<file path="src/rtl/bmsf_pkg.sv">
// Shared constants and types of the battery monitor.
package bmsf_pkg;

    localparam int SUM_W     = 20;
    localparam int CFG_W     = 20;
    localparam int CFG_IDX_W = 3;
    localparam int SPW_W     = 9;
    localparam int SCALE_W   = 20;
    localparam int MV_W      = 16;
    localparam int SOC_W     = 16;
    localparam int MODE_W    = 2;
    localparam int NUM_CH    = 5;
    localparam int CH_W      = 3;
    localparam int Q_SHIFT   = 16;
    localparam int PROD_W    = SUM_W + SCALE_W;

    localparam int DEF_ADC_BITS   = 12;
    localparam int DEF_MAX_WINDOW = 256;

    localparam logic [MODE_W-1:0] MODE_IDLE     = 2'd0;
    localparam logic [MODE_W-1:0] MODE_CHARGING = 2'd1;
    localparam logic [MODE_W-1:0] MODE_ON       = 2'd2;

    localparam logic [CFG_IDX_W-1:0] REG_SPW       = 3'd0;
    localparam logic [CFG_IDX_W-1:0] REG_VOLT      = 3'd1;
    localparam logic [CFG_IDX_W-1:0] REG_AMP       = 3'd2;
    localparam logic [CFG_IDX_W-1:0] REG_BAT_MIN   = 3'd3;
    localparam logic [CFG_IDX_W-1:0] REG_BAT_MAX   = 3'd4;
    localparam logic [CFG_IDX_W-1:0] REG_LDO       = 3'd5;
    localparam logic [CFG_IDX_W-1:0] REG_SOC_GAIN  = 3'd6;
    localparam logic [CFG_IDX_W-1:0] REG_SOC_START = 3'd7;

    localparam logic [CH_W-1:0] CH_BAT  = 3'd0;
    localparam logic [CH_W-1:0] CH_LOAD = 3'd1;
    localparam logic [CH_W-1:0] CH_CHG  = 3'd2;
    localparam logic [CH_W-1:0] CH_BMA  = 3'd3;
    localparam logic [CH_W-1:0] CH_LMA  = 3'd4;

    localparam logic [SPW_W-1:0]   RST_SPW       = 9'd5;
    localparam logic [SCALE_W-1:0] RST_VOLT      = 20'd65536;
    localparam logic [SCALE_W-1:0] RST_AMP       = 20'd65536;
    localparam logic [MV_W-1:0]    RST_BAT_MIN   = 16'd3000;
    localparam logic [MV_W-1:0]    RST_BAT_MAX   = 16'd4200;
    localparam logic [MV_W-1:0]    RST_LDO       = 16'd3300;
    localparam logic [SCALE_W-1:0] RST_SOC_GAIN  = 20'd256;
    localparam logic [SOC_W-1:0]   RST_SOC_START = 16'd25600;

    localparam logic [SOC_W-1:0] SOC_FULL = 16'd25600;
    localparam logic [MV_W-1:0]  MV_SAT   = 16'hFFFF;

    typedef struct packed {
        logic [MV_W-1:0]   bat;
        logic [MV_W-1:0]   load;
        logic [MV_W-1:0]   chg;
        logic [SUM_W-1:0]  delta;
        logic [SOC_W-1:0]  soc;
        logic [MODE_W-1:0] mode;
        logic              reg_en;
        logic              done;
        logic [MV_W-1:0]   bat_min;
        logic [MV_W-1:0]   bat_max;
        logic [MV_W-1:0]   ldo;
    } step_in_t;

    typedef struct packed {
        logic [SOC_W-1:0]  soc;
        logic [SOC_W-1:0]  report;
        logic [MODE_W-1:0] mode;
        logic              reg_en;
    } step_out_t;

endpackage

</file>
<file path="src/rtl/bmsf_div.sv">
// Restoring serial divider: one quotient bit per cycle.
module bmsf_div #(
    parameter int DEN_W = 9
) (
    input  logic                       clk,
    input  logic                       rst_n,
    input  logic                       start,
    input  logic [bmsf_pkg::SUM_W-1:0] dividend,
    input  logic [DEN_W-1:0]           divisor,
    output logic                       busy,
    output logic [bmsf_pkg::SUM_W-1:0] quotient
);
    import bmsf_pkg::*;

    localparam int STEP_W = $clog2(SUM_W + 1);

    logic [STEP_W-1:0] step_reg, step_next;
    logic [DEN_W-1:0]  rem_reg, rem_next;
    logic [SUM_W-1:0]  quot_reg, quot_next;
    logic [DEN_W:0]    rem_shift;
    logic [DEN_W:0]    diff;
    logic              fits;

    always_comb
    begin
        rem_shift = {rem_reg, quot_reg[SUM_W-1]};
        diff      = rem_shift - {1'b0, divisor};
        fits      = rem_shift >= {1'b0, divisor};
        step_next = step_reg;
        rem_next  = rem_reg;
        quot_next = quot_reg;
        if (start)
        begin
            step_next = STEP_W'(SUM_W);
            rem_next  = '0;
            quot_next = dividend;
        end
        else if (step_reg != '0)
        begin
            step_next = step_reg - 1'b1;
            // The partial remainder stays below the divisor, so it fits DEN_W bits.
            rem_next  = fits ? diff[DEN_W-1:0] : rem_shift[DEN_W-1:0];
            quot_next = {quot_reg[SUM_W-2:0], fits};
        end
    end

    always_ff @(posedge clk or negedge rst_n)
    begin
        if (!rst_n)
        begin
            step_reg <= '0;
        end
        else
        begin
            step_reg <= step_next;
        end
    end

    always_ff @(posedge clk)
    begin
        rem_reg  <= rem_next;
        quot_reg <= quot_next;
    end

    assign busy     = step_reg != '0;
    assign quotient = quot_reg;

endmodule

</file>
<file path="src/rtl/bmsf_mode_step.sv">
// Mode machine rules and state-of-charge calibration for one window.
module bmsf_mode_step (
    input  bmsf_pkg::step_in_t  step_in,
    output bmsf_pkg::step_out_t step_out
);
    import bmsf_pkg::*;

    logic [SOC_W:0]    soc_sum;
    logic [SOC_W-1:0]  soc_m;
    logic [SOC_W-1:0]  report;
    logic [MODE_W-1:0] mode_m;
    logic              en_m;
    logic              chg_hi;
    logic              bat_ok;

    always_comb
    begin
        soc_m   = step_in.soc;
        mode_m  = step_in.mode;
        en_m    = step_in.reg_en;
        chg_hi  = step_in.chg >= step_in.bat_max;
        bat_ok  = step_in.bat >= step_in.bat_min;
        soc_sum = {1'b0, step_in.soc} + (SOC_W+1)'(step_in.delta);

        // Rules are evaluated in order; a later rule overrides an earlier one.
        case (step_in.mode)
            MODE_CHARGING:
            begin
                if (!step_in.done && chg_hi)
                begin
                    soc_m = (soc_sum > (SOC_W+1)'(MV_SAT) || step_in.delta[SUM_W-1:SOC_W] != '0)
                          ? MV_SAT : soc_sum[SOC_W-1:0];
                end
                if (step_in.load < step_in.ldo && !chg_hi && step_in.done)
                begin
                    mode_m = MODE_IDLE;
                end
                if (bat_ok)
                begin
                    en_m   = 1'b1;
                    mode_m = MODE_ON;
                end
            end
            MODE_ON:
            begin
                if (step_in.bat <= step_in.bat_min)
                begin
                    en_m   = 1'b0;
                    mode_m = MODE_CHARGING;
                end
                if (bat_ok && step_in.load >= step_in.ldo)
                begin
                    mode_m = MODE_ON;
                    soc_m  = (step_in.delta >= SUM_W'(step_in.soc))
                           ? '0 : step_in.soc - step_in.delta[SOC_W-1:0];
                end
                if (chg_hi && !step_in.done)
                begin
                    mode_m = MODE_CHARGING;
                end
                if (bat_ok && !chg_hi && step_in.load < step_in.ldo)
                begin
                    mode_m = MODE_IDLE;
                end
            end
            default:
            begin
                mode_m = MODE_IDLE;
                if ((step_in.bat < step_in.bat_max || !step_in.done) && chg_hi)
                begin
                    mode_m = MODE_CHARGING;
                end
                if (bat_ok)
                begin
                    en_m   = 1'b1;
                    mode_m = MODE_ON;
                end
            end
        endcase

        // Full calibration shows up only from the next window on.
        report = soc_m;
        if (step_in.done && step_in.bat >= step_in.bat_max)
        begin
            soc_m = SOC_FULL;
        end
        if (!bat_ok)
        begin
            soc_m  = '0;
            report = '0;
        end

        step_out.soc    = soc_m;
        step_out.report = report;
        step_out.mode   = mode_m;
        step_out.reg_en = en_m;
    end

endmodule

</file>
<file path="src/rtl/battery_monitor_soc_fsm.sv">
// Top level of the battery monitor with coulomb-counting state of charge.
// A tick that does not close a window is absorbed and leaves the block idle, ready
// for the next tick. A tick that closes a window occupies the block: each of the
// five channel sums goes through a shared 20-step serial divider, loaded in
// ST_LOAD, and then through one shared 20x20 multiplier, with the product
// registered in ST_MUL and saturated in ST_SAT, followed by one multiply for the
// charge delta and the mode step; the serial divider takes most of that time.
// The finished result sits in an output register, so the next tick is taken
// while it waits; only the mode step waits for that register to free up.
module battery_monitor_soc_fsm #(
    parameter int ADC_BITS   = bmsf_pkg::DEF_ADC_BITS,
    parameter int MAX_WINDOW = bmsf_pkg::DEF_MAX_WINDOW
) (
    input  logic                           clk,
    input  logic                           rst_n,
    input  logic                           cfg_we,
    input  logic [bmsf_pkg::CFG_IDX_W-1:0] cfg_index,
    input  logic [bmsf_pkg::CFG_W-1:0]     cfg_data,
    input  logic                           in_valid,
    output logic                           in_stall,
    input  logic [ADC_BITS-1:0]            bat_raw,
    input  logic [ADC_BITS-1:0]            load_raw,
    input  logic [ADC_BITS-1:0]            charger_raw,
    input  logic [ADC_BITS-1:0]            bat_current_raw,
    input  logic [ADC_BITS-1:0]            load_current_raw,
    input  logic                           charger_done,
    output logic                           out_valid,
    input  logic                           out_stall,
    output logic [bmsf_pkg::MV_W-1:0]      bat_mv,
    output logic [bmsf_pkg::MV_W-1:0]      load_mv,
    output logic [bmsf_pkg::MV_W-1:0]      charger_mv,
    output logic [bmsf_pkg::MV_W-1:0]      bat_ma,
    output logic [bmsf_pkg::MV_W-1:0]      load_ma,
    output logic [bmsf_pkg::SOC_W-1:0]     soc_report,
    output logic [bmsf_pkg::MODE_W-1:0]    mode,
    output logic                           regulator_on
);
    import bmsf_pkg::*;

    localparam int CNT_W = $clog2(MAX_WINDOW + 1);

    typedef enum logic [6:0] {
        ST_IDLE  = 7'b0000001,
        ST_LOAD  = 7'b0000010,
        ST_DIV   = 7'b0000100,
        ST_MUL   = 7'b0001000,
        ST_SAT   = 7'b0010000,
        ST_DELTA = 7'b0100000,
        ST_STEP  = 7'b1000000
    } state_t;

    state_t state_reg, state_next;

    logic [SPW_W-1:0]   spw_reg;
    logic [SCALE_W-1:0] volt_scale_reg;
    logic [SCALE_W-1:0] amp_scale_reg;
    logic [MV_W-1:0]    bat_min_reg;
    logic [MV_W-1:0]    bat_max_reg;
    logic [MV_W-1:0]    ldo_reg;
    logic [SCALE_W-1:0] soc_gain_reg;

    logic [SUM_W-1:0]  sums_reg [NUM_CH];
    logic [SUM_W-1:0]  sums_next [NUM_CH];
    logic [SUM_W-1:0]  samples [NUM_CH];
    logic [SUM_W:0]    sum_add;
    logic [CNT_W-1:0]  cnt_reg, cnt_next;
    logic [CNT_W-1:0]  cnt_inc;
    logic [CNT_W-1:0]  win;
    logic [CH_W-1:0]   ch_reg, ch_next;
    logic [SUM_W-1:0]  avg_reg, avg_next;
    logic [PROD_W-1:0] prod_reg, prod_next;
    logic [MV_W-1:0]   res_reg [NUM_CH];
    logic [MV_W-1:0]   res_next [NUM_CH];
    logic              done_reg, done_next;
    logic [SOC_W-1:0]  soc_reg, soc_next;
    logic [MODE_W-1:0] mode_reg, mode_next;
    logic              reg_en_reg, reg_en_next;

    logic              out_valid_reg, out_valid_next;
    logic [MV_W-1:0]   out_res_reg [NUM_CH];
    logic [MV_W-1:0]   out_res_next [NUM_CH];
    logic [SOC_W-1:0]  out_soc_reg, out_soc_next;
    logic [MODE_W-1:0] out_mode_reg, out_mode_next;
    logic              out_en_reg, out_en_next;

    logic              in_acc;
    logic              win_end;
    logic              div_start;
    logic              div_busy;
    logic [SUM_W-1:0]  div_quot;
    logic [SUM_W-1:0]  mul_a;
    logic [SCALE_W-1:0] mul_b;
    logic [PROD_W-1:0] mul_p;
    logic [MV_W-1:0]   ma_sel;
    logic [PROD_W-Q_SHIFT-1:0] prod_hi;
    logic [MV_W-1:0]   prod_sat;
    step_in_t          step_in;
    step_out_t         step_out;

    assign samples[CH_BAT]  = SUM_W'(bat_raw);
    assign samples[CH_LOAD] = SUM_W'(load_raw);
    assign samples[CH_CHG]  = SUM_W'(charger_raw);
    assign samples[CH_BMA]  = SUM_W'(bat_current_raw);
    assign samples[CH_LMA]  = SUM_W'(load_current_raw);

    // A window of zero acts as one; anything above the maximum acts as the maximum.
    always_comb
    begin
        if (spw_reg == '0)
        begin
            win = CNT_W'(1);
        end
        else if (32'(spw_reg) > 32'(MAX_WINDOW))
        begin
            win = CNT_W'(MAX_WINDOW);
        end
        else
        begin
            win = CNT_W'(spw_reg);
        end
    end

    assign cnt_inc  = cnt_reg + 1'b1;
    assign win_end  = cnt_inc >= win;
    assign in_stall = state_reg != ST_IDLE;
    assign in_acc   = in_valid && !in_stall;

    // Shared multiplier: channel scaling, or the charge delta in its own step.
    assign ma_sel   = (mode_reg == MODE_ON) ? res_reg[CH_LMA] : res_reg[CH_BMA];
    assign mul_a    = (state_reg == ST_DELTA) ? SUM_W'(ma_sel) : avg_reg;
    assign mul_b    = (state_reg == ST_DELTA) ? soc_gain_reg
                    : ((ch_reg >= CH_BMA) ? amp_scale_reg : volt_scale_reg);
    assign mul_p    = mul_a * mul_b;
    assign prod_hi  = prod_reg[PROD_W-1:Q_SHIFT];
    assign prod_sat = (prod_hi[PROD_W-Q_SHIFT-1:MV_W] != '0) ? MV_SAT : prod_hi[MV_W-1:0];

    bmsf_div #(
        .DEN_W (CNT_W)
    ) u_div (
        .clk      (clk),
        .rst_n    (rst_n),
        .start    (div_start),
        .dividend (sums_reg[ch_reg]),
        .divisor  (cnt_reg),
        .busy     (div_busy),
        .quotient (div_quot)
    );

    always_comb
    begin
        step_in.bat     = res_reg[CH_BAT];
        step_in.load    = res_reg[CH_LOAD];
        step_in.chg     = res_reg[CH_CHG];
        step_in.delta   = prod_reg[Q_SHIFT+SUM_W-1:Q_SHIFT];
        step_in.soc     = soc_reg;
        step_in.mode    = mode_reg;
        step_in.reg_en  = reg_en_reg;
        step_in.done    = done_reg;
        step_in.bat_min = bat_min_reg;
        step_in.bat_max = bat_max_reg;
        step_in.ldo     = ldo_reg;
    end

    bmsf_mode_step u_step (
        .step_in  (step_in),
        .step_out (step_out)
    );

    always_comb
    begin
        state_next     = state_reg;
        sums_next      = sums_reg;
        cnt_next       = cnt_reg;
        ch_next        = ch_reg;
        avg_next       = avg_reg;
        prod_next      = prod_reg;
        res_next       = res_reg;
        done_next      = done_reg;
        soc_next       = soc_reg;
        mode_next      = mode_reg;
        reg_en_next    = reg_en_reg;
        out_res_next   = out_res_reg;
        out_soc_next   = out_soc_reg;
        out_mode_next  = out_mode_reg;
        out_en_next    = out_en_reg;
        div_start      = 1'b0;
        sum_add        = '0;
        out_valid_next = out_valid_reg && out_stall;

        case (state_reg)
            ST_IDLE:
            begin
                if (in_acc)
                begin
                    for (int i = 0; i < NUM_CH; i++)
                    begin
                        sum_add      = {1'b0, sums_reg[i]} + {1'b0, samples[i]};
                        sums_next[i] = sum_add[SUM_W] ? '1 : sum_add[SUM_W-1:0];
                    end
                    done_next = charger_done;
                    cnt_next  = cnt_inc;
                    if (win_end)
                    begin
                        ch_next    = CH_BAT;
                        state_next = ST_LOAD;
                    end
                end
            end
            ST_LOAD:
            begin
                div_start  = 1'b1;
                state_next = ST_DIV;
            end
            ST_DIV:
            begin
                if (!div_busy)
                begin
                    avg_next   = div_quot;
                    state_next = ST_MUL;
                end
            end
            ST_MUL:
            begin
                prod_next  = mul_p;
                state_next = ST_SAT;
            end
            ST_SAT:
            begin
                res_next[ch_reg] = prod_sat;
                if (ch_reg == CH_LMA)
                begin
                    state_next = ST_DELTA;
                end
                else
                begin
                    ch_next    = ch_reg + 1'b1;
                    state_next = ST_LOAD;
                end
            end
            ST_DELTA:
            begin
                prod_next  = mul_p;
                state_next = ST_STEP;
            end
            ST_STEP:
            begin
                // The step commits only once the output register is free.
                if (!out_valid_reg || !out_stall)
                begin
                    soc_next       = step_out.soc;
                    mode_next      = step_out.mode;
                    reg_en_next    = step_out.reg_en;
                    out_res_next   = res_reg;
                    out_soc_next   = step_out.report;
                    out_mode_next  = step_out.mode;
                    out_en_next    = step_out.reg_en;
                    out_valid_next = 1'b1;
                    cnt_next       = '0;
                    for (int i = 0; i < NUM_CH; i++)
                    begin
                        sums_next[i] = '0;
                    end
                    state_next = ST_IDLE;
                end
            end
            default:
            begin
                state_next = ST_IDLE;
            end
        endcase

        // Writing the start register also loads the state of charge.
        if (cfg_we && cfg_index == REG_SOC_START)
        begin
            soc_next = cfg_data[SOC_W-1:0];
        end
    end

    always_ff @(posedge clk or negedge rst_n)
    begin
        if (!rst_n)
        begin
            spw_reg        <= RST_SPW;
            volt_scale_reg <= RST_VOLT;
            amp_scale_reg  <= RST_AMP;
            bat_min_reg    <= RST_BAT_MIN;
            bat_max_reg    <= RST_BAT_MAX;
            ldo_reg        <= RST_LDO;
            soc_gain_reg   <= RST_SOC_GAIN;
        end
        else if (cfg_we)
        begin
            case (cfg_index)
                REG_SPW:       spw_reg        <= cfg_data[SPW_W-1:0];
                REG_VOLT:      volt_scale_reg <= cfg_data[SCALE_W-1:0];
                REG_AMP:       amp_scale_reg  <= cfg_data[SCALE_W-1:0];
                REG_BAT_MIN:   bat_min_reg    <= cfg_data[MV_W-1:0];
                REG_BAT_MAX:   bat_max_reg    <= cfg_data[MV_W-1:0];
                REG_LDO:       ldo_reg        <= cfg_data[MV_W-1:0];
                REG_SOC_GAIN:  soc_gain_reg   <= cfg_data[SCALE_W-1:0];
                default:       ;
            endcase
        end
    end

    always_ff @(posedge clk or negedge rst_n)
    begin
        if (!rst_n)
        begin
            state_reg     <= ST_IDLE;
            cnt_reg       <= '0;
            ch_reg        <= CH_BAT;
            soc_reg       <= RST_SOC_START;
            mode_reg      <= MODE_IDLE;
            reg_en_reg    <= 1'b0;
            out_valid_reg <= 1'b0;
            for (int i = 0; i < NUM_CH; i++)
            begin
                sums_reg[i] <= '0;
            end
        end
        else
        begin
            state_reg     <= state_next;
            cnt_reg       <= cnt_next;
            ch_reg        <= ch_next;
            soc_reg       <= soc_next;
            mode_reg      <= mode_next;
            reg_en_reg    <= reg_en_next;
            out_valid_reg <= out_valid_next;
            sums_reg      <= sums_next;
        end
    end

    always_ff @(posedge clk)
    begin
        avg_reg      <= avg_next;
        prod_reg     <= prod_next;
        res_reg      <= res_next;
        done_reg     <= done_next;
        out_res_reg  <= out_res_next;
        out_soc_reg  <= out_soc_next;
        out_mode_reg <= out_mode_next;
        out_en_reg   <= out_en_next;
    end

    assign out_valid    = out_valid_reg;
    assign bat_mv       = out_res_reg[CH_BAT];
    assign load_mv      = out_res_reg[CH_LOAD];
    assign charger_mv   = out_res_reg[CH_CHG];
    assign bat_ma       = out_res_reg[CH_BMA];
    assign load_ma      = out_res_reg[CH_LMA];
    assign soc_report   = out_soc_reg;
    assign mode         = out_mode_reg;
    assign regulator_on = out_en_reg;

endmodule

</file>
<file path="config.mk">
export PLATFORM = sky130hd
export DESIGN_NAME = battery_monitor_soc_fsm
export DESIGN_NICKNAME = d
export VERILOG_FILES = /design/src/rtl/bmsf_pkg.sv /design/src/rtl/bmsf_div.sv /design/src/rtl/bmsf_mode_step.sv /design/src/rtl/battery_monitor_soc_fsm.sv
export SDC_FILE = /design/constraint.sdc
export NUM_CORES = 2
export LEC_CHECK = 0
export ABC_AREA = 1
export BUFFER_PORTS_ARGS = -buffer_cell sky130_fd_sc_hd__buf_2
export CAP_MARGIN = 20
export CELL_PAD_IN_SITES_DETAIL_PLACEMENT = 1
export CELL_PAD_IN_SITES_GLOBAL_PLACEMENT = 1
export CORE_MARGIN = 3
export CORE_UTILIZATION = 54
export CTS_BUF_LIST = sky130_fd_sc_hd__clkbuf_4
export DETAILED_ROUTE_END_ITERATION = 10
export PLACE_DENSITY_LB_ADDON = 0.08
export SLEW_MARGIN = 20
export SYNTH_ARGS = -nofsm -noshare
export SYNTH_HDL_FRONTEND = slang
export SYNTH_SLANG_ARGS = --single-unit
</file>
<file path="constraint.sdc">
create_clock -name clk -period 11.1 [get_ports clk]
set_input_delay 1.665 -clock clk [delete_from_list [all_inputs] [get_ports clk]]
set_output_delay 1.665 -clock clk [all_outputs]
set_load 0.01 [all_outputs]
</file>
==> results_dict.tcl <==
set metrics [dict create \
    ys_seq_elements 514 \
    relSlewSlack_pct 22.7 \
    ios 190 \
    synthArstFlopShare_pct 50.8 \
    outcome "complete, no violations" \
    clock-skew-final_ns 0.112 \
    crit_type "register to register" \
    coreArea_um2 76200 \
    ant_nets 0 \
    clkTransAtPathRegs_ns 0.08 \
    final_cell_mix "1020 x nand2_1, 813 x inv_1, 446 x nor2_1" \
    dp_hpwl_mm 116 \
    final_common_cell "nand2_1" \
    fp.dieW_um 284 \
    layout-drive-gt1-share_pct 11.4 \
    avgRoutedWirePerCell_um 24.2 \
    post_cts_buffers 0 \
    end_kind "register" \
    area_growth_pct 9.54 \
    largest_reg_flops 100 \
    tns_ns 0 \
    setup_violations 0 \
    r2r-end "prod_reg[37]" \
    hold_path_class "register to register" \
    yosysSeqAreaShare_pct 33.7 \
    reg2regPathDepth 30 \
    clock_sinks 514 \
    synth_top_family_by_area "adder cells" \
    worst-path-max-fanout 21 \
    ys_types 67 \
    wirelength_mm 152 \
    max_stage_delay_ns 0.86 \
    routed_via_density 5.80 \
    critPathSlowestCell "clkinv_1" \
    r2r_slack_ns 1.79 \
    clk_path_buf_depth 3 \
    synth_cells 4888 \
    period_minus_slack_ns 9.31 \
    period_share_pct 83.9 \
    track_usage_pct 38.1 \
    synth_edf_count 244 \
    dr.pass1.iters 5 \
    synth_top_area_share_pct 17.6 \
    critPathLaunchType "register" \
    dieArea_um2 80600 \
    cts_tree "yes" \
    synth_top_area_cell "edfxtp_1" \
    muxShareOfSynthArea_pct 0.408 \
    synth_xor_area_share_pct 2.18 \
    worstMarginPinSlew_ns 1.16 \
    r2r_start "ch_reg[1]" \
    crit_arrival_ns 10.09 \
    ys_warn_count 0 \
    path_common_cell "fa_1" \
    die_y_um 284 \
    drtIter0Drc 2867 \
    fin_nets 5878 \
    io_buffers 189 \
    cts_max_level 4 \
    cts_root_buffer "clkbuf_4" \
    synthAdderAreaFrac_pct 26.0 \
    synth_compound_area_share_pct 11.2 \
    grt_max_degree 94 \
    syn_area_per_cell_um2 8.53 \
    cts_hold_buf 0 \
    cts_buffers 146 \
    cp-endpoint "prod_reg[37]" \
    critPathLaunch "ch_reg[1]" \
    fillers 9286 \
    synthSimpleGateAreaFrac_pct 17.2 \
    synth_nets 5649 \
    cts-resized-gates 0 \
    max_cap_viol_count 0 \
    clock.fmax_ghz 0.107 \
    synth-main-ff-cell "edfxtp_1" \
    drc 0 \
    slew_violations 0 \
    syn-cell-area_um2 41700 \
    netlist_top_cells_area "edfxtp_1 18%, fa_1 16%, dfrtp_1 14%" \
    start_util_pct 54.7 \
    globalRouteOverflowTotal 0 \
    vias 36476 \
    finalHoldViolations 0 \
    std_cell_rows 101 \
    rsz0062_at_grt "no" \
    antenna_found_initial 20 \
    required_ns 11.88 \
    worst_skew_pair.late_latency_ns 1.09 \
    grt_pass1_wl_mm 234 \
    grt_pass1_vias 39110 \
    place.gp.congestion 0.982 \
]
[layout make-up]
cell class	instances	area [um2]	area share, %
Antenna cell	15	37.5	0.0821
Clock buffer	231	1730	3.80
Clock inverter	42	303	0.663
Inverter	839	3150	6.90
Multi-Input combinational cell	3385	23800	52.1
Sequential cell	514	14100	30.8
Tap cell	1030	1290	2.82
Timing Repair Buffer	231	1290	2.83
[critical path: cells and delay by family, from the launching register on]
| kind | cells | cell delay [ns] |
|---|---|---|
| buffers and inverters | 6 | 1.47 |
| flip-flops | 1 | 0.62 |
| AO/OA/AOI/OAI | 2 | 0.82 |
| AND/OR/NAND/NOR | 12 | 1.98 |
| adder cells (fa/ha/maj) | 10 | 4.16 |
[cells in the mapped netlist, types with 13 or more instances]
library cell     n
a21o_1          16
a21oi_1        239
a31oi_1         28
buf_2           55
clkbuf_1        76
dfrtp_1        235
dfstp_2         26
edfxtp_1       244
fa_1           327
ha_1           345
inv_1          814
inv_2           14
mux2i_1         17
nand2_1       1022
nand3_1        146
nand4_1         34
nor2_1         447
nor3_1          39
o211ai_1        13
o21a_1          17
o21ai_0        370
o21ai_1         26
o22ai_1         46
or2_2           19
xnor2_1         28
xor2_1          76
[layer usage]
metal	vias up	global-route usage, %	part of all wire [%]
met5	-	0	0.077
met4	16	16.6	4.3
met3	350	10.4	9.3
met2	1512	59.9	46
met1	18356	49.7	41
li1	16242	-	-
[worst min path at each step]
stage                 from            end  slack [ns]  depth (start not counted)
6_report       res_reg[36]  charger_mv[4]        0.43                          0
3_5_place_dp    res_reg[8]     load_ma[8]        0.44                          0
5_1_grt        res_reg[36]  charger_mv[4]        0.44                          0
2_1_floorplan  res_reg[16]      bat_ma[0]        0.42                          0
3_3_place_gp    res_reg[3]     load_ma[3]        0.43                          0
4_1_cts        res_reg[36]  charger_mv[4]        0.42                          0
[cell families after synthesis]
| family | Yosys count |
|---|---|
| AO/OA/AOI/OAI | 833 |
| XOR/XNOR | 104 |
| adder cells (fa/ha/maj) | 672 |
| buffers and inverters | 989 |
| flip-flops | 514 |
| multiplexers | 17 |
| AND/OR/NAND/NOR | 1759 |
[stage by stage]
stage	hold slack [ns]	worst slack (ns)	utilization, %	instance area (um2)	std cells
2_1_floorplan	0.421	3.85	-	41700	4888
6_report	0.426	1.79	60.0	45700	6287
4_1_cts	0.420	1.92	59.9	45600	6271
3_3_place_gp	0.433	2.14	57.2	43600	5998
5_1_grt	0.438	1.32	59.9	45700	6276
3_5_place_dp	0.441	1.95	57.2	43600	5998
Power is left out: the tool's default activity adds up to more than one toggle a clock period on the data nets, which glitch-free logic cannot reach.
